**config.mk**
```make
export PLATFORM = sky130hd
export DESIGN_NAME = c_subset_tokenizer
export DESIGN_NICKNAME = d
export VERILOG_FILES = /design/src/rtl/cstok_pkg.sv /design/src/rtl/cstok_lex.sv /design/src/rtl/c_subset_tokenizer.sv
export SDC_FILE = /design/constraint.sdc
export NUM_CORES = 1
export LEC_CHECK = 0
export BUFFER_PORTS_ARGS = -buffer_cell sky130_fd_sc_hd__buf_2
export CORE_UTILIZATION = 53
export DETAILED_ROUTE_END_ITERATION = 7
export MAX_ROUTING_LAYER = met4
export PLACE_DENSITY = 0.71
export REMOVE_ABC_BUFFERS = 1
export SKIP_LAST_GASP = 1
export SLEW_MARGIN = 30
export SYNTH_ARGS = -nofsm -noshare
export SYNTH_HDL_FRONTEND = slang
export SYNTH_SLANG_ARGS = --single-unit
```
**constraint.sdc**
```tcl
create_clock -name clk -period 5.2 [get_ports clk]
set_clock_uncertainty 0.05 [all_clocks]
set_input_delay 0.52 -clock clk [delete_from_list [all_inputs] [get_ports clk]]
set_output_delay 0.52 -clock clk [all_outputs]
set_load 0.01 [all_outputs]
```
**src/rtl/cstok_pkg.sv**
```systemverilog
`timescale 1ns / 1ps
// Package for the C subset tokenizer: token kinds, result types and keyword tables.
// Depends on nothing; used by cstok_lex and c_subset_tokenizer.
package cstok_pkg;

  localparam int OFFSET_BITS_DEF = 16;
  localparam int LEN_BITS        = 16;
  localparam int START_BITS      = 16;

  localparam logic [LEN_BITS-1:0] LEN_MAX = '1;

  localparam logic [3:0] KIND_INT     = 4'd0;
  localparam logic [3:0] KIND_RETURN  = 4'd1;
  localparam logic [3:0] KIND_IDENT   = 4'd2;
  localparam logic [3:0] KIND_NUMBER  = 4'd3;
  localparam logic [3:0] KIND_LPAREN  = 4'd4;
  localparam logic [3:0] KIND_RPAREN  = 4'd5;
  localparam logic [3:0] KIND_LBRACE  = 4'd6;
  localparam logic [3:0] KIND_RBRACE  = 4'd7;
  localparam logic [3:0] KIND_SEMI    = 4'd8;
  localparam logic [3:0] KIND_ASSIGN  = 4'd9;
  localparam logic [3:0] KIND_PLUS    = 4'd10;
  localparam logic [3:0] KIND_EOF     = 4'd11;
  localparam logic [3:0] KIND_UNKNOWN = 4'd12;

  typedef struct packed {
    logic [3:0]            kind;
    logic [START_BITS-1:0] start;
    logic [LEN_BITS-1:0]   length;
    logic                  last;
  } token_t;

  // Up to two tokens per byte: a flushed pending token, then the byte's own token.
  typedef struct packed {
    token_t     first;
    token_t     second;
    logic [1:0] count;
  } lex_res_t;

  function automatic logic [7:0] kw_int_char(input logic [1:0] idx);
    logic [7:0] ch;
    case (idx)
      2'd0:    ch = "i";
      2'd1:    ch = "n";
      default: ch = "t";
    endcase
    return ch;
  endfunction

  function automatic logic [7:0] kw_return_char(input logic [2:0] idx);
    logic [7:0] ch;
    case (idx)
      3'd0:    ch = "r";
      3'd1:    ch = "e";
      3'd2:    ch = "t";
      3'd3:    ch = "u";
      3'd4:    ch = "r";
      default: ch = "n";
    endcase
    return ch;
  endfunction

endpackage

```
**src/rtl/cstok_lex.sv**
```systemverilog
`timescale 1ns / 1ps
// Lexer core: scan state, offset counter and the per-byte token decode.
// Depends on cstok_pkg.
module cstok_lex
  import cstok_pkg::*;
#(
  parameter int OFFSET_BITS = OFFSET_BITS_DEF
) (
  input  logic       clk,
  input  logic       rst,
  input  logic       go,
  input  logic [7:0] char_in,
  output lex_res_t   res
);

  localparam logic [1:0] MODE_IDLE   = 2'd0;
  localparam logic [1:0] MODE_IDENT  = 2'd1;
  localparam logic [1:0] MODE_NUMBER = 2'd2;

  logic [1:0]             mode, mode_next;
  logic [OFFSET_BITS-1:0] offset, offset_next;
  logic [OFFSET_BITS-1:0] pend_start, pend_start_next;
  logic [LEN_BITS-1:0]    pend_len, pend_len_next;
  logic                   int_ok, int_ok_next;
  logic                   ret_ok, ret_ok_next;

  logic                is_letter, is_decimal, is_space, is_nul;
  logic                in_ident, in_number;
  logic [LEN_BITS-1:0] len_inc;
  logic                flush_v, own_v;
  token_t              flush_tok, own_tok;
  logic [3:0]          flush_kind, punct_kind;
  logic [START_BITS-1:0] here;

  always_comb begin
    is_letter  = (char_in >= "a" && char_in <= "z") || (char_in >= "A" && char_in <= "Z") ||
                 (char_in == "_");
    is_decimal = (char_in >= "0" && char_in <= "9");
    is_space   = (char_in == " ") || (char_in >= 8'd9 && char_in <= 8'd13);
    is_nul     = (char_in == 8'd0);
    // The unused mode code behaves as idle.
    in_ident  = (mode == MODE_IDENT);
    in_number = (mode == MODE_NUMBER);
    len_inc   = (pend_len == LEN_MAX) ? pend_len : pend_len + 1'b1;
    here      = START_BITS'(offset);

    if (in_ident && int_ok && pend_len == LEN_BITS'(3)) begin
      flush_kind = KIND_INT;
    end else if (in_ident && ret_ok && pend_len == LEN_BITS'(6)) begin
      flush_kind = KIND_RETURN;
    end else if (in_ident) begin
      flush_kind = KIND_IDENT;
    end else begin
      flush_kind = KIND_NUMBER;
    end

    unique case (char_in)
      "(":     punct_kind = KIND_LPAREN;
      ")":     punct_kind = KIND_RPAREN;
      "{":     punct_kind = KIND_LBRACE;
      "}":     punct_kind = KIND_RBRACE;
      ";":     punct_kind = KIND_SEMI;
      "=":     punct_kind = KIND_ASSIGN;
      "+":     punct_kind = KIND_PLUS;
      default: punct_kind = KIND_UNKNOWN;
    endcase

    flush_tok.kind   = flush_kind;
    flush_tok.start  = START_BITS'(pend_start);
    flush_tok.length = pend_len;
    flush_tok.last   = 1'b0;

    own_tok.kind   = is_nul ? KIND_EOF : punct_kind;
    own_tok.start  = here;
    own_tok.length = is_nul ? '0 : LEN_BITS'(1);
    own_tok.last   = 1'b1;

    mode_next       = mode;
    offset_next     = offset + 1'b1;
    pend_start_next = pend_start;
    pend_len_next   = pend_len;
    int_ok_next     = int_ok;
    ret_ok_next     = ret_ok;
    flush_v         = 1'b0;
    own_v           = 1'b0;

    if (is_nul) begin
      flush_v     = in_ident || in_number;
      own_v       = 1'b1;
      mode_next   = MODE_IDLE;
      offset_next = '0;
    end else if (in_ident && (is_letter || is_decimal)) begin
      int_ok_next   = int_ok && (pend_len < LEN_BITS'(3)) &&
                      (char_in == kw_int_char(pend_len[1:0]));
      ret_ok_next   = ret_ok && (pend_len < LEN_BITS'(6)) &&
                      (char_in == kw_return_char(pend_len[2:0]));
      pend_len_next = len_inc;
    end else if (in_number && is_decimal) begin
      pend_len_next = len_inc;
    end else begin
      flush_v   = in_ident || in_number;
      mode_next = MODE_IDLE;
      if (is_letter || is_decimal) begin
        mode_next       = is_letter ? MODE_IDENT : MODE_NUMBER;
        pend_start_next = offset;
        pend_len_next   = LEN_BITS'(1);
        int_ok_next     = (char_in == "i");
        ret_ok_next     = (char_in == "r");
      end else begin
        own_v = !is_space;
      end
    end

    // A lone flush is the final result of its byte.
    res.first      = flush_v ? flush_tok : own_tok;
    res.first.last = !(flush_v && own_v);
    res.second     = own_tok;
    res.count      = {1'b0, flush_v} + {1'b0, own_v};
  end

  always_ff @(posedge clk) begin
    if (rst) begin
      mode       <= MODE_IDLE;
      offset     <= '0;
      pend_start <= '0;
      pend_len   <= '0;
      int_ok     <= 1'b0;
      ret_ok     <= 1'b0;
    end else if (go) begin
      mode       <= mode_next;
      offset     <= offset_next;
      pend_start <= pend_start_next;
      pend_len   <= pend_len_next;
      int_ok     <= int_ok_next;
      ret_ok     <= ret_ok_next;
    end
  end

endmodule

```
**src/rtl/c_subset_tokenizer.sv**
```systemverilog
`timescale 1ns / 1ps
// Top level of the C subset tokenizer: input register, lexer core and result queue.
// Depends on cstok_pkg and cstok_lex.

// The tokenizer takes one source byte per beat on char_in and delivers tokens, each with
// its kind, its start offset and its length, on the output channel. Whitespace produces
// nothing; a byte that completes an identifier or number first releases that token and
// then its own, so one byte gives zero, one or two tokens, and last_of_run marks the final
// token of each byte. A zero byte closes the source with an EOF token and restarts the
// offset at zero. An accepted byte sits in an input register until it advances, is decoded in
// a single combinational pass against the scan state, and its tokens land in a three-entry
// result queue, which registers them; the earliest token is offered from the queue once it
// is written there. The block takes one byte per cycle for as long as the output drains
// one token per cycle; the output channel moves at most one token a cycle, so each byte
// that yields two tokens stalls the input, and any output stall propagates back once the
// queue holds two tokens. Reset clears the scan state and the queue.
module c_subset_tokenizer
  import cstok_pkg::*;
#(
  parameter int OFFSET_BITS = OFFSET_BITS_DEF
) (
  input  logic                  clk,
  input  logic                  rst,
  input  logic                  in_valid,
  output logic                  in_stall,
  input  logic [7:0]            char_in,
  output logic                  out_valid,
  input  logic                  out_stall,
  output logic [3:0]            token_kind,
  output logic [START_BITS-1:0] token_start,
  output logic [LEN_BITS-1:0]   token_length,
  output logic                  last_of_run
);

  localparam int QDEPTH = 3;

  // Input register: holds one byte until the queue has room for two tokens.
  logic       s_valid;
  logic [7:0] s_char;
  logic       accept, advance;

  lex_res_t   res;

  // Result queue: pointers wrap modulo three.
  token_t     q [QDEPTH];
  logic [1:0] rd_ptr, wr_ptr, count;
  logic [1:0] push_n;
  logic       pop;

  function automatic logic [1:0] ptr_inc(input logic [1:0] p);
    return (p == 2'(QDEPTH - 1)) ? 2'd0 : p + 2'd1;
  endfunction

  // A byte advances only when the queue can take the worst case of two tokens.
  assign advance  = s_valid && (count <= 2'(QDEPTH - 2));
  assign in_stall = s_valid && !advance;
  assign accept   = in_valid && !in_stall;

  always_ff @(posedge clk) begin
    if (rst) begin
      s_valid <= 1'b0;
    end else if (accept) begin
      s_valid <= 1'b1;
    end else if (advance) begin
      s_valid <= 1'b0;
    end
  end

  always_ff @(posedge clk) begin
    if (accept) begin
      s_char <= char_in;
    end
  end

  cstok_lex #(
    .OFFSET_BITS(OFFSET_BITS)
  ) u_lex (
    .clk     (clk),
    .rst     (rst),
    .go      (advance),
    .char_in (s_char),
    .res     (res)
  );

  assign push_n    = advance ? res.count : 2'd0;
  assign out_valid = (count != 2'd0);
  assign pop       = out_valid && !out_stall;

  always_ff @(posedge clk) begin
    if (rst) begin
      rd_ptr <= '0;
      wr_ptr <= '0;
      count  <= '0;
    end else begin
      if (pop) begin
        rd_ptr <= ptr_inc(rd_ptr);
      end
      if (push_n == 2'd2) begin
        wr_ptr <= ptr_inc(ptr_inc(wr_ptr));
      end else if (push_n == 2'd1) begin
        wr_ptr <= ptr_inc(wr_ptr);
      end
      count <= count + push_n - {1'b0, pop};
    end
  end

  always_ff @(posedge clk) begin
    if (push_n != 2'd0) begin
      q[wr_ptr] <= res.first;
    end
    if (push_n == 2'd2) begin
      q[ptr_inc(wr_ptr)] <= res.second;
    end
  end

  assign token_kind   = q[rd_ptr].kind;
  assign token_start  = q[rd_ptr].start;
  assign token_length = q[rd_ptr].length;
  assign last_of_run  = q[rd_ptr].last;

`ifndef SYNTHESIS
  a_no_overflow : assert property (@(posedge clk) disable iff (rst)
    !(count == 2'(QDEPTH) && push_n != 2'd0))
    else $error("result queue written while full");

  a_eof_last : assert property (@(posedge clk) disable iff (rst)
    (advance && s_char == 8'd0) |->
      (res.count != 2'd0) &&
      ((res.count == 2'd1 && res.first.kind == KIND_EOF) ||
       (res.count == 2'd2 && res.second.kind == KIND_EOF)))
    else $error("zero byte did not end with an EOF token");

  a_pair_is_flush : assert property (@(posedge clk) disable iff (rst)
    (advance && res.count == 2'd2) |->
      !res.first.last &&
      (res.first.kind == KIND_INT || res.first.kind == KIND_RETURN ||
       res.first.kind == KIND_IDENT || res.first.kind == KIND_NUMBER))
    else $error("first of a token pair is not a flushed identifier or number");

  a_reset_empty : assert property (@(posedge clk)
    rst |=> (count == 2'd0 && !s_valid))
    else $error("queue or input register not empty after reset");
`endif

endmodule

```
Word level (Yosys, flattened, before mapping) --
Memories as Yosys holds them, arrays and structs flattened. A register that Yosys moved wholly into a read port is not among the register bits. Cells that the tools add are included.
Storage, ports and cells: register bits after elaboration 67, output and inout bits 39, memories 1, memory bits (writable) 111
Operators by class: multiplexer cells 50, reductions and logical operators 43, bitwise gates (word level) 3, equality and inequality tests 31, add/sub/neg operators 8, order comparisons 11
Memory list:
- q | words 3, bits a word 37, read ports 1, clocked after memory_dff 1, wr ports 2, RTL line c_subset_tokenizer.sv:45 | token_t q [QDEPTH];
Operators by type and width (number):
- 2-to-1 mux 16 bit | 5
- equality test 8 x 6 -> 1 bit, second input constant | 6
- equality test 8 x 7 -> 1 bit, second input constant | 5
- 2-to-1 mux 37 bit | 1
- adder 16 x 1 -> 16 bit, second input constant | 2
- 2-to-1 mux 8 bit | 4
- case mux 4 bit (7 select lines) | 1
- 2-to-1 mux 2 bit | 13
- 2-to-1 mux 1 bit | 21
- case mux 5 bit (4 select lines) | 1
- logical AND 1 bit | 19
- equality test 16 bit, second input constant | 1
- equality test 16 x 2 -> 1 bit, second input constant | 1
- equality test 16 x 3 -> 1 bit, second input constant | 1
- equality test 8 bit | 2
- >= comparator 8 x 7 -> 1 bit, second input constant | 2
- <= comparator 8 x 7 -> 1 bit, second input constant | 2
- < comparator 16 x 2 -> 1 bit, second input constant | 1
- < comparator 16 x 3 -> 1 bit, second input constant | 1
- 2-to-1 mux 4 bit | 3
- equality test 2 bit, second input constant | 5
- case mux 5 bit (2 select lines) | 1
- nonzero test 2 bit | 5
- >= comparator 8 x 4 -> 1 bit, second input constant | 1
- 24 further kinds | 42

Logic depth before layout (Yosys ltp) --
Gate-level depths: netlist of run 1.
depth in word-level cells 14, mapped depth 16, mapped depth without buffers 14

Hierarchy --
Synthesis of run 1 repeated with hierarchy kept, for this count alone.
Unflattened totals: cells, all modules 881, area total of the unflattened synthesis 9885.7 µm²
Modules (own cells, without submodules):
- c_subset_tokenizer | seq. area each 3753.6 µm², times used 1, area each 6163.4 µm², cells each 422
- cstok_lex | seq. area each 1041.0 µm², times used 1, area each 3722.3 µm², cells each 459

Least setup slack after synthesis of run 1 --
OpenSTA, ideal clock, no wires.
path type reg2reg, start reg s_char[5], end mem q[2][17] (netlist bit), enable pin, period minus slack after synthesis 3717 ps, data required time 4773 ps, slack 1483 ps, arrival time 3291 ps, stages on the path, launching flop included 14, setup time 377 ps, path through edfxtp_1 -> buf_2 -> nor2b_1 -> a311oi_2 -> o31ai_1 -> buf_2 -> nor2_1 -> ha_1 -> nand2_1 -> ha_1 -> or3b_1 -> and2_1 -> clkbuf_1 -> inv_1
RTL lines:
- start: declaration | RTL line c_subset_tokenizer.sv:39 | logic [7:0] s_char;
- start signal: assignment | RTL line c_subset_tokenizer.sv:71 | s_char <= char_in;
- end: declaration | RTL line c_subset_tokenizer.sv:45

==> results.md, run 1 <==
- In this run the worst path has a maximum fanout of 17.
- The floorplan step defined a die boundary enclosing between 0.015 and 0.02 mm^2.
- The number of non-filler instances in the completed layout is ~1100.
- The HPWL after detailed placement is 12780 um.
- For the pin with the worst max-slew slack, the measured transition is slightly above 0.9 ns.
- The worst hold path begins at char_in[0].
- Setup violations remaining at the end of the flow were counted as 0.
- Dividing the final minimum period by the clock period gives 82.07%.
- The tool flagged a number of max-cap violations equal to 0.
- The number of filler instances in the final layout is 1312.
- The number of antenna diodes in the final layout is 0.
- The clock period minus worst slack is roughly 4.3 ns.
- The largest vdd supply drop is 231.5 uV.
- The path type of the worst setup path is flip-flop to flip-flop.
- The path class of the lowest-slack min-delay path is input port to flip-flop.
- The number of top-level pins is roughly 50.
- The clock tree buffer depth is 2.
- Measured along the x axis, the die boundary spans ~130 um.
- The insertion delay of the later-clocked pin in the worst-skew pair is approximately 0.43 ns.
- For the worst flop-to-flop path, the logic depth is 11.
- The flop and latch count out of synthesis is 180.
- The ratio of total power to cell area is 354.2 mW/mm^2.
- The sequential share of the synthesized area is 50.71%.
- In this run the number of H-tree levels came out at 4.
- The first-pass iteration count of the detailed router is 5.
- The residual overflow from global routing is 0.
- Of the cells placed in the final design, the portion with a size suffix greater than 1 is 13.21%.
- Data arrives at the worst endpoint at 4.51 ns.
- After technology mapping, the gate count stands at approximately 850.
- The number of hold violations in the final report was 0.
- The number of global-route vias before repair is 6264.
- The synthesized netlist occupies a cell area of ~0.0085 mm^2.
- The first global-routing pass estimated approximately 31000 um of wire.
- After detailed placement, the design holds a cell count of around 1100.
- The die span in y is 128.7 um.
- The number of buffers inserted for hold repair after clock tree synthesis is 0.
- Counting the buffers created by CTS gives 17.
- For this run, the leading register cell type out of synthesis is sky130_fd_sc_hd__dfxtp_1.
- The clock-pin slew reported for the worst setup and hold paths after clock tree synthesis is about 0.07 ns.
- After detailed routing, the average wire length per cell comes to 17.85 um.
- For this run, design rule violations remaining after detail routing come to 0.
- The number of antenna violations at the first check in global routing is 0.
- In this run the remaining antenna-violating nets after routing total 0.
- The congestion estimate from routability-driven global placement came to 0.9697.
- The critical path data required time is about 5.5 ns.
- The flow ran to the end, and the final reports show no timing, DRC or antenna violations.
- Entering global routing, the biggest net connects 75 pins.
- Relative to the synthesized area, the layout overhead comes to 11.43%.
- For this run, the total global-route usage over all layers was measured as about a quarter.
- Buffers placed on the I/O ports in this run total 50.
- The number of instances on the worst hold path is 1.
- Buffers added to address setup during post-CTS repair amount to 0.
- STA classifies the critical path endpoint as a flip-flop.
- The post-route setup TNS is 0 ns.
- The relative slew slack is approximately two fifths.
- Counting flops with an async set or reset pin after synthesis yields a share of 0%.
- The row count is 45.
- The register-to-register path setup slack is 0.93 ns.
- The kind of start point of the critical path is a flip-flop.
- Setup repair after global routing left no endpoint under its margin.
- The area of the placeable core is ~0.015 mm^2.
- The final layout contains 892 nets.
- Dividing the synthesized area by the synthesized cell count gives 10.07 um^2.
- The sink count of the clock tree is 180.
- The path with the worst hold slack has its endpoint at s_char[0]$_DFFE_PP_.
- Summing over every cut layer, the via total after detailed routing is 6536.
- The endpoint identified for the worst register-to-register timing path is q[2][18]$_DFFE_PP_.
- The number of design-rule violations left by the first detailed-router iteration is 457.
- The tree is rooted in a sky130_fd_sc_hd__clkbuf_16.
- The initial utilization of the core area, before any placement, comes to 55.15%.
- The number of synthesized flops with an enable pin is just over 70.
- The post-synthesis cell type count is 65.
- Dividing the detail-routed via count by the number of cells gives roughly 6.
- The number of synthesis warnings is 0.
- The startpoint identified for the worst register-to-register timing path is s_char[4]$_DFFE_PP_.
- The detailed-route wire length is 19440 um.
- The number of max-slew violations in the final report is 0.
- The analysis attributes to cell leakage a power of 3.511 nW.
- TritonCTS built the clock tree.
- Derived from the worst setup path, the maximum achievable clock frequency is 234.3 MHz.
- Total power for the finished layout comes to 3.358 mW.
- After clock tree synthesis, the repair step resized 0 gates.
[metal layers]
layer  wire length (um)  global-route usage, %  vias to the layer above
li1                   -                      -                     3155
met2               9749                  43.40                      212
met4                361                  9.412                        0
met5                  0                      -                        -
met3                969                  4.823                       33
met1               8362                  29.32                     3136
[Yosys cell counts, types with 9 or more instances]
master	instances	share of area [%]
sky130_fd_sc_hd__a21oi_1	29	1.7
sky130_fd_sc_hd__a22o_1	91	9.4
sky130_fd_sc_hd__and2_1	9	0.66
sky130_fd_sc_hd__and3_1	13	0.96
sky130_fd_sc_hd__buf_2	20	1.2
sky130_fd_sc_hd__clkbuf_1	38	1.7
sky130_fd_sc_hd__dfxtp_1	109	26
sky130_fd_sc_hd__edfxtp_1	71	25
sky130_fd_sc_hd__ha_1	15	2.2
sky130_fd_sc_hd__inv_1	16	0.71
sky130_fd_sc_hd__mux2i_1	53	6.2
sky130_fd_sc_hd__nand2_1	68	3.0
sky130_fd_sc_hd__nand3_1	23	1.4
sky130_fd_sc_hd__nand4_1	12	0.88
sky130_fd_sc_hd__nor2_1	76	3.4
sky130_fd_sc_hd__nor3_1	14	0.82
sky130_fd_sc_hd__o21ai_0	57	3.4
sky130_fd_sc_hd__o22ai_1	9	0.66
sky130_fd_sc_hd__xor2_1	17	1.7
[worst max-delay path by stage]
| stage | start | end | slack (ns) |
|---|---|---|---|
| 6_report | s_char[4]$_DFFE_PP_ | q[2][18]$_DFFE_PP_ | 0.93 |
| 5_1_grt | s_char[4]$_DFFE_PP_ | q[2][18]$_DFFE_PP_ | 0.69 |
| 4_1_cts | s_char[4]$_DFFE_PP_ | q[2][18]$_DFFE_PP_ | 0.98 |
| 3_5_place_dp | s_char[4]$_DFFE_PP_ | q[2][18]$_DFFE_PP_ | 1.02 |
| 3_3_place_gp | s_char[4]$_DFFE_PP_ | q[2][18]$_DFFE_PP_ | 1.22 |
| 2_1_floorplan | s_char[1]$_DFFE_PP_ | q[1][17]$_DFFE_PP_ | 0.69 |
[metrics by stage]
stage | utilization, % | hold slack (ns) | area (um^2) | setup WS, ns
floorplan | - | 0.3917 | 8235 | 0.6923
global placement | 57.46 | 0.4067 | 8865 | 1.215
detailed placement | 57.46 | 0.4040 | 8865 | 1.016
CTS | 61.45 | 0.1975 | 9480 | 0.9841
global route | 61.45 | 0.1939 | 9480 | 0.6926
finish | 61.45 | 0.2108 | 9480 | 0.9326
[logic make-up after synthesis]
group | count (synthesis) | synth area share (%)
XOR/XNOR | 24 | 2.471
buffers and inverters | 81 | 4.000
multiplexers | 53 | 6.235
adder cells (fa/ha/maj) | 15 | 2.206
flip-flops | 180 | 50.71
AO/OA/AOI/OAI | 231 | 19.43
AND/OR/NAND/NOR | 261 | 14.96
[cell type report]
class	instances	area [um^2]	share of cell area, %
Sequential cell	180	4317	45.53
Clock inverter	10	103.9	1.095
Tap cell	211	264.0	2.785
Clock buffer	22	511.7	5.398
Multi-Input combinational cell	584	3861	40.73
Inverter	18	67.56	0.7127
Timing Repair Buffer	64	355.3	3.748
[cell usage in the layout (no fill, tap or decap), drive strengths merged, types with 5 or more instances in the layout]
master | netlist | routed
dfxtp | 109 | 109
a22o | 91 | 91
nor2 | 76 | 76
edfxtp | 71 | 71
nand2 | 68 | 68
buf | 25 | 64
o21ai | 62 | 62
mux2i | 53 | 53
a21oi | 29 | 29
nand3 | 23 | 23
inv | 17 | 23
clkbuf | 38 | 22
xor2 | 17 | 17
ha | 15 | 15
nor3 | 15 | 15
and3 | 13 | 13
nand4 | 12 | 12
and2 | 9 | 9
o22ai | 9 | 9
nand2b | 8 | 8
a31oi | 8 | 8
xnor2 | 7 | 7
nor2b | 6 | 6
or3 | 6 | 6
nor4 | 5 | 5
[critical path, stage by stage (launching register included)]
cell                       delay (ns)
sky130_fd_sc_hd__edfxtp_1        0.60
sky130_fd_sc_hd__or3_1           0.52
sky130_fd_sc_hd__o311ai_2        0.31
sky130_fd_sc_hd__o21ai_2         0.19
sky130_fd_sc_hd__inv_2           0.16
sky130_fd_sc_hd__ha_1            0.23
sky130_fd_sc_hd__nand2_1         0.11
sky130_fd_sc_hd__ha_1            0.27
sky130_fd_sc_hd__or3b_1          0.48
sky130_fd_sc_hd__nor2_2          0.73
sky130_fd_sc_hd__buf_4           0.33
sky130_fd_sc_hd__a22o_1          0.16
[state kept, by name, summed over array words and instances, names as in the netlist, named ones only]
signal,flops
u_lex.pend_start,16
s_valid,1
u_lex.ret_ok,1
u_lex.here,16
u_lex.int_ok,1
u_lex.pend_len,16
rd_ptr,2
u_lex.mode,2
count,2
wr_ptr,2
s_char,8
q,111
[report_power, final]
part / leakage [nW] / internal, mW / switching (mW)
clock network: 0.307 / 0.762 / 0.552
logic: 1.69 / 0.181 / 0.283
registers: 1.52 / 1.53 / 0.0509
total: 3.51 / 2.47 / 0.886
Note: power is estimated with default switching activity, not from simulation.
==> run 2: changes to the inputs <==
--- a/config.mk
+++ b/config.mk
@@ -5,11 +5,12 @@
 export SDC_FILE = /design/constraint.sdc
 export NUM_CORES = 1
 export LEC_CHECK = 0
+export ABC_AREA = 1
 export BUFFER_PORTS_ARGS = -buffer_cell sky130_fd_sc_hd__buf_2
 export CORE_UTILIZATION = 53
 export DETAILED_ROUTE_END_ITERATION = 7
 export MAX_ROUTING_LAYER = met4
-export PLACE_DENSITY = 0.71
+export PLACE_DENSITY = 0.73
 export REMOVE_ABC_BUFFERS = 1
 export SKIP_LAST_GASP = 1
 export SLEW_MARGIN = 30
==> constraint.sdc (replaced) <==
create_clock -name clk -period 3.4 [get_ports clk]
set_clock_uncertainty 0.05 [all_clocks]
set_input_delay 0.34 -clock clk [delete_from_list [all_inputs] [get_ports clk]]
set_output_delay 0.34 -clock clk [all_outputs]
set_load 0.01 [all_outputs]
==> run 2 against run 1 <==
Effect of this change:
- wire length increased by 24%
- sequential cell count unchanged
- die area increased by 7.7%
- first-iteration DRC count increased by 75%
- area after synthesis increased by 7.8%
- cell count increased by 39%
- non-clock buffer count increased by 18
- combinational power increased to 3.7 times the previous value
- worst setup slack got worse by 0.68 ns
- critical path type unchanged
==> results.md, run 2 <==
- The row count was 47 (+4.4%).
- The area share of the largest cell type after synthesis is 23.78% (-1.9 points).
- The post-synthesis cell type count is 44 (-32%).
- The count of input and output buffers is 50 (unchanged).
- The number of synthesis warnings was 0 (unchanged).
- The number of design-rule violations left by the first detailed-router iteration is 801 (+75%).
- The detailed placement HPWL is 15370 um (+20%).
- For this design, the slowest cell found on the critical path is sky130_fd_sc_hd__edfxtp_1.
- The instance count of the mapped netlist is 1236 (+46%).
- The critical path data required time is 3.73 ns (-1.72 ns).
- By count the netlist is led by sky130_fd_sc_hd__nand2_1 (273), sky130_fd_sc_hd__nor2_1 (150), sky130_fd_sc_hd__inv_1 (136).
- The root cell of the clock tree is sky130_fd_sc_hd__clkbuf_16.
- The number of buffers inserted for hold repair after clock tree synthesis is 0 (unchanged).
- The cell area after synthesis was 0.009175 mm^2 (+7.8%).
- Ranked by total cell area, the synthesized netlist is headed by sky130_fd_sc_hd__dfxtp_1 (24%), sky130_fd_sc_hd__edfxtp_1 (23%), sky130_fd_sc_hd__nand2_1 (11%).
- The post-route cell area is 0.01039 mm^2 (+9.6%).
- For this run, the leading register cell type out of synthesis is sky130_fd_sc_hd__dfxtp_1.
- The detailed-route wire length per cell is 15.93 um (-11%).
- The met2 routed wirelength is 10670 um (+9.4%).
- The full die area is 0.01784 mm^2 (+7.7%).
- Summed over all instances, the cell type with the most area after synthesis is sky130_fd_sc_hd__dfxtp_1.
- The transition at the pin with the smallest max-transition slack is 0.8415 ns (-0.07015 ns).
- The wire length on met1 is 10880 um (+30%).
- The setup violation total in the final timing report is 0 (unchanged).
- The final weighted congestion in routability-driven placement is 0.9614 (-0.86%).
- The pin count of the biggest net entering global routing is 53 (-29%).
- The mean area per synthesized cell is 7.423 um^2 (-26%).
- The flop and latch count out of synthesis is 180 (unchanged).
- The area of the placeable core is 0.01676 mm^2 (+8.6%).
- The static leakage power was 4.401 nW (+25%).
- The total inserted antenna cells was 0 (unchanged).
- The sort of element at the end of the critical path is a flip-flop.
- The number of hold violations in the final report came to 0 (unchanged).
- The number of global-route vias before repair is 7642 (+22%).
- The via count of the routed design came to 8447 (+29%).
- The all-layer global routing usage is 28.85% (+3.6 points).
- The least setup slack across all paths after layout was 0.2487 ns (-0.6839 ns).
- The fraction of the core area covered by cells at the end of the flow is 62.00% (+0.55 points).
- The number of synthesized flops with an enable pin is 71 (unchanged).
- The clock period minus worst slack is 3.151 ns (-1.116 ns).
- The die span in y came to 133.6 um (+3.8%).
- The number of flip-flops in the largest register is 111 (unchanged).
- The largest fanout on the critical path was 28 (+11).
- The remaining antenna violation count after routing was 0 (unchanged).
- The delay of the slowest cell on the worst path came to 0.50 ns (-0.23 ns).
- The dominant cell by count in the synthesized netlist is sky130_fd_sc_hd__nand2_1.
- The sequential share of the synthesized area was 47.02% (-3.7 points).
- The starting utilization of the core area is 54.74% (-0.41 points).
- The number of non-filler instances in the completed layout is 1517 (+39%).
- The clock tree buffer depth was 2 (unchanged).
- The number of top-level pins was 51 (unchanged).
- The arrival time reported for the critical path endpoint was 3.48 ns (-1.03 ns).
- The number of max-slew violations in the final report was 0 (unchanged).
- The path class of the lowest-slack min-delay path is input port to flip-flop.
- The first-pass iteration count of the detailed router is 5 (unchanged).
- The largest vdd supply drop is 447.9 uV (+94%).
- More flip-flops sit in one register than any other, and that register is q.
- In this run the top signal layer used is met4.
- The ratio of total power to cell area is 621.9 mW/mm^2 (+76%).
- The final cycle utilization of the critical path is 92.69% (+11 points).
- The instance count after placement with tap cells included was 1478 (+40%).
- The residual overflow from global routing is 0 (unchanged).
- The share of post-route cells with drive strength above 1 is 11.64% (-1.6 points).
- The critical path goes through nor2_2, nand3_1, nand2_1, inv_1, nand2_1, nand2_4, a211oi_2, ha_2, inv_1, nor2_1, inv_1, ha_1, nor2_2, buf_4, buf_4, nand2_1, nand2_1.
- The insertion delay of the later-clocked pin in the worst-skew pair is 0.44 ns (about the same).
- The clock-pin slew reported for the worst setup and hold paths after clock tree synthesis came to 0.07 ns (about the same).
- The number of buffers added by the clock tree synthesis step is 17 (unchanged).
- The layout-stage area growth over the synthesis result is 13.25%.
- The cell occurring most often along the worst timing path is sky130_fd_sc_hd__nand2_1.
- In the layout the commonest cells are sky130_fd_sc_hd__nand2_1 (273), sky130_fd_sc_hd__nor2_1 (148), sky130_fd_sc_hd__inv_1 (136).
- Setup repair after global routing could not meet its margin everywhere.
- The worst setup slack before clock tree synthesis is 0.1688 ns (-0.8475 ns).
- The instance area after placement was 0.009699 mm^2 (+9.4%).
- The kind of start point of the critical path is a flip-flop.
- The detailed-route wire length is 24170 um (+24%).
- The maximum operating frequency was 317.3 MHz (+35%).
- The library cell used most frequently in the layout, excluding fill and tap cells, is sky130_fd_sc_hd__nand2_1.
- The sink count of the clock tree is 180 (unchanged).
- The sum of met3 wire segment lengths after detailed routing is 2247 um (+130%).
- The fraction of registers with async set or reset after synthesis was 0% (unchanged).
- The number of antenna violations at the first check in global routing was 0 (unchanged).
- The deepest level of the CTS H-tree is 4 (unchanged).
- The ratio of routed vias to standard cells is 5.568 (-7.2%).
- The minimum hold slack is 0.02659 ns (-0.1843 ns).
- The relative slew slack is 43.47% (+4.3 points).
- The global-route wire length before repair came to 38990 um (+25%).
- The flow ran to the end, and the final reports show no timing, DRC or antenna violations.
- The die width is 133.6 um (+3.8%).
- TritonCTS built the clock tree.
- The net count of the finished layout came to 1311 (+47%).
- The post-detailed-route DRC marker count is 0 (unchanged).
- The number of maximum-capacitance constraint violations is 0 (unchanged).
- The path type of the worst setup path is flip-flop to flip-flop.
run 2: cell types whose count changed in the layout (fill, tap and decap cells not counted), moves of 13 or more:
cell and delta:
sky130_fd_sc_hd__inv_1 +120, sky130_fd_sc_hd__a21oi_1 +79, sky130_fd_sc_hd__nand2_1 +205, sky130_fd_sc_hd__and3_1 -13
sky130_fd_sc_hd__nand3_1 +84, sky130_fd_sc_hd__buf_4 +14, sky130_fd_sc_hd__mux2i_1 -53, sky130_fd_sc_hd__nor2_1 +75
sky130_fd_sc_hd__a22o_1 -91, sky130_fd_sc_hd__nor2_2 +14, sky130_fd_sc_hd__o21ai_1 +37, sky130_fd_sc_hd__o21ai_0 +25
run 2: cell families after synthesis:
group	Yosys count	synth area share, %
AO/OA/AOI/OAI	244	13.80
flip-flops	180	47.02
adder cells (fa/ha/maj)	15	2.046
AND/OR/NAND/NOR	591	27.70
buffers and inverters	196	8.482
XOR/XNOR	10	0.9545
run 2: final timing paths:
kind,from,end,slack (ns),depth (start not counted)
max,s_char[3]$_DFFE_PP_,q[0][15]$_SDFFE_PP0P_,0.25,17
max reg2reg,s_char[3]$_DFFE_PP_,q[0][15]$_SDFFE_PP0P_,0.25,17
min,char_in[7],s_char[7]$_DFFE_PP_,0.03,1
min reg2reg,q[0][10]$_SDFFE_PP0P_,q[0][10]$_SDFFE_PP0P_,0.40,2
run 2: area by class of cell:
class                      instances  area, um^2
multi-input combinational        860        4101
sequential                       180        4314
clock inverter                    10       100.1
clock buffer                      22       528.0
inverter                         143       540.5
timing repair buffer              82       531.8
tap                              220       275.3
fill                            1505        6369
run 2: what timing repair did:
| item | 4_1_cts | 5_1_grt |
|---|---|---|
| endpoints found under the setup margin | 0 | 146 |
| setup buffers | 0 | 7 |
| gates resized for setup | 0 | 3 |
run 2: per-layer routing:
layer / vias to the layer above / track usage, %
li1: 4149 / -
met1: 3935 / 39.66
met2: 335 / 42.36
met3: 28 / 6.811
met4: 0 / 8.081
met5: - / -
run 2: critical path: cells and delay by family, from the launching register on:
kind / cells / cell delay, ns
compound gates: 1 / 0.23
fa+ha+maj: 2 / 0.52
buf+inv: 5 / 0.76
flops: 1 / 0.50
simple gates: 9 / 1.02
run 2: stage by stage:
step	total power [mW]	setup TNS, ns
final	6.462	0
after global routing	6.792	-0.8137
after CTS	6.460	0
after detailed placement	4.416	0
after global placement	4.384	0
after floorplan	3.754	-158.46
run 2: power by group:
part / internal (mW) / total [mW] / switching (mW)
sequential: 2.56 / 2.68 / 0.116
clock: 1.19 / 2.06 / 0.868
combinational: 0.580 / 1.72 / 1.14
total: 4.33 / 6.46 / 2.13
==> run 3: changes to the inputs <==
--- a/config.mk
+++ b/config.mk
@@ -9,7 +9,6 @@
 export BUFFER_PORTS_ARGS = -buffer_cell sky130_fd_sc_hd__buf_2
 export CORE_UTILIZATION = 53
 export DETAILED_ROUTE_END_ITERATION = 7
-export MAX_ROUTING_LAYER = met4
 export PLACE_DENSITY = 0.73
 export REMOVE_ABC_BUFFERS = 1
 export SKIP_LAST_GASP = 1
==> run 3 against run 2 <==
Effect of this change:
- clock-buffer cell count decreased by 1
- cell count is 0.26% lower
- via count decreased by 0.94%
- fmax is 0.68% lower
- highest routed layer unchanged
- combinational power is essentially flat
- global-route usage decreased by 0.93 points
- register-to-register slack got worse by 0.02 ns
- sequential cell count unchanged
- first-iteration DRC count fell by 3.9%
- clock power decreased by 2%
- worst setup slack got worse by 0.022 ns
- wire length shrank 0.62%
==> results.md, run 3 (same netlist as run 2, synthesis figures left out) <==
- The sink count of the clock tree came to 180 (unchanged).
- The number of max-slew violations in the final report was 0 (unchanged).
- The ratio of total power to cell area is 616.9 mW/mm^2 (-0.81%).
- The ratio of routed vias to standard cells is 5.531 (-0.67%).
- The number of flip-flops in the largest register came to 111 (unchanged).
- The number of top-level pins is 51 (unchanged).
- The share of post-route cells with drive strength above 1 is 11.60% (-0.041 points).
- The cell sitting at the root of the clock tree is a sky130_fd_sc_hd__clkbuf_16.
- The final weighted congestion in routability-driven placement was 0.9005 (-6.3%).
- The number of hold violations in the final report is 0 (unchanged).
- Setup repair after global routing left no endpoint under its margin.
- The deepest level of the CTS H-tree is 4 (unchanged).
- The number of global-route vias before repair is 7622 (-0.26%).
- The count of input and output buffers came to 50 (unchanged).
- The residual overflow from global routing is 0 (unchanged).
- The worst setup slack before clock tree synthesis is 0.09972 ns (-0.06912 ns).
- The minimum hold slack was 0.02261 ns (-0.003985 ns).
- The setup violation total in the final timing report came to 0 (unchanged).
- The number of maximum-capacitance constraint violations is 0 (unchanged).
- The remaining antenna violation count after routing was 0 (unchanged).
- The total inserted antenna cells is 0 (unchanged).
- The net count of the finished layout was 1307 (-0.31%).
- The detailed-route wire length is 24010 um (-0.62%).
- The largest fanout on the critical path is 34 (+21%).
- The detailed-route wire length per cell is 15.87 um (-0.36%).
- The area of the placeable core is 0.01676 mm^2 (unchanged).
- The post-detailed-route DRC marker count is 0 (unchanged).
- The worst setup path is of the flip-flop to flip-flop kind.
- The worst setup path is launched from a flip-flop.
- The full die area is 0.01784 mm^2 (unchanged).
- The die width is 133.6 um (unchanged).
- The static leakage power is 4.377 nW (-0.56%).
- In this run the worst hold path is classified as input port to flip-flop.
- The instance count after placement with tap cells included is 1478 (unchanged).
- The detailed placement HPWL was 15640 um (+1.8%).
- The most common cell after layout, fill and taps aside is sky130_fd_sc_hd__nand2_1.
- The number of design-rule violations left by the first detailed-router iteration is 770 (-3.9%).
- The global-route wire length before repair came to 38560 um (-1.1%).
- The number of buffers added by the clock tree synthesis step was 17 (unchanged).
- The clock tree buffer depth came to 2 (unchanged).
- The via count of the routed design is 8368 (-0.94%).
- The relative slew slack is 43.96% (+0.49 points).
- The die span in y is 133.6 um (unchanged).
- The pin count of the biggest net entering global routing is 39 (-26%).
- The insertion delay of the later-clocked pin in the worst-skew pair is 0.44 ns (about the same).
- In the layout the commonest cells are sky130_fd_sc_hd__nand2_1 (271), sky130_fd_sc_hd__nor2_1 (147), sky130_fd_sc_hd__inv_1 (136).
- The run finished with clean final reports.
- The least setup slack across all paths after layout is 0.2271 ns (-0.02165 ns).
- The starting utilization of the core area was 54.74% (unchanged).
- The number of non-filler instances in the completed layout is 1513 (-0.26%).
- The post-route cell area came to 0.01039 mm^2 (about the same).
- The row count is 47 (unchanged).
- The clock-pin slew reported for the worst setup and hold paths after clock tree synthesis is 0.07 ns (about the same).
- The final cycle utilization of the critical path came to 93.32% (+0.64 points).
- The sort of element at the end of the critical path is a flip-flop.
- The maximum operating frequency came to 315.2 MHz (-0.68%).
- The number of antenna violations at the first check in global routing is 0 (unchanged).
- The all-layer global routing usage is 27.91% (-0.93 points).
- The critical path data required time is 3.62 ns (-0.11 ns).
- The instance area after placement is 0.009712 mm^2 (+0.13%).
- The layout-stage area growth over the synthesis result is 13.28% (about the same).
- The arrival time reported for the critical path endpoint is 3.40 ns (-0.08 ns).
- The transition at the pin with the smallest max-transition slack is 0.8341 ns (-0.007347 ns).
- The register with the most flip-flops in the final layout is q.
- The largest vdd supply drop is 413.4 uV (-7.7%).
- The clock period minus worst slack came to 3.173 ns (+0.02165 ns).
- The first-pass iteration count of the detailed router is 5 (unchanged).
- TritonCTS built the clock tree.
==> run 3: changes by cell type in the layout (fill, tap and decap cells not counted), sizes merged <==
cell | before | now
buf | 82 | 77
clkinv | 5 | 10
inv | 147 | 142
clkinvlp | 0 | 1
==> run 3: path summary, 6_finish.rpt <==
check	start	to	slack [ns]	cells after the start
hold / removal	char_in[0]	s_char[0]$_DFFE_PP_	0.02	1
setup reg to reg	s_char[3]$_DFFE_PP_	q[1][24]$_DFFE_PP_	0.23	16
hold reg to reg	q[0][9]$_SDFFE_PP0P_	q[0][9]$_SDFFE_PP0P_	0.40	2
setup / recovery	s_char[3]$_DFFE_PP_	q[1][24]$_DFFE_PP_	0.23	16
==> run 3: timing repair <==
action | in CTS | in global routing
hold buffers | 0 | 0
resized for setup | 0 | 7
setup buffers | 0 | 2
setup endpoints to repair | 0 | 138
==> run 3: through the flow <==
step | setup TNS (ns) | power, mW | utilization (%)
after floorplan | -158.46 | 3.754 | -
after global routing | 0 | 6.746 | 62.02
after global placement | 0 | 4.394 | 57.94
final | 0 | 6.411 | 62.02
after CTS | 0 | 6.416 | 61.63
after detailed placement | 0 | 4.430 | 57.95
==> run 3: critical path: stages, from the launching register on <==
cell	delay [ns]
sky130_fd_sc_hd__edfxtp_1	0.49
sky130_fd_sc_hd__nor2_2	0.20
sky130_fd_sc_hd__nand3_1	0.09
sky130_fd_sc_hd__nand2_1	0.06
sky130_fd_sc_hd__inv_1	0.04
sky130_fd_sc_hd__nand2_1	0.10
sky130_fd_sc_hd__nand2_4	0.13
sky130_fd_sc_hd__a211oi_2	0.20
sky130_fd_sc_hd__ha_1	0.21
sky130_fd_sc_hd__inv_1	0.05
sky130_fd_sc_hd__nor2_2	0.18
sky130_fd_sc_hd__inv_1	0.07
sky130_fd_sc_hd__ha_1	0.27
sky130_fd_sc_hd__nor2_2	0.15
sky130_fd_sc_hd__buf_4	0.41
sky130_fd_sc_hd__nand3_1	0.14
sky130_fd_sc_hd__o21ai_1	0.13
==> run 3: layout make-up <==
| cell class | count | area [um^2] |
|---|---|---|
| clock buffer | 21 | 503.0 |
| clock inverter | 11 | 115.1 |
| fill | 1525 | 6366 |
| inverter | 143 | 540.5 |
| multi-input combinational | 860 | 4114 |
| sequential | 180 | 4314 |
| tap | 220 | 275.3 |
| timing repair buffer | 78 | 531.8 |
==> run 3: routing by layer <==
layer / share of wire (%) / global-route usage [%] / wire length [um]
met3: 9.6 / 6.431 / 2313
met4: 2.1 / 8.270 / 515
met5: 0 / 0 / 0
met1: 45 / 39.77 / 10830
met2: 43 / 42.19 / 10360
==> run 3: power breakdown <==
part	internal [mW]	switching [mW]	leakage [nW]
logic	0.585	1.14	2.51
registers	2.56	0.120	1.56
clock network	1.15	0.858	0.302
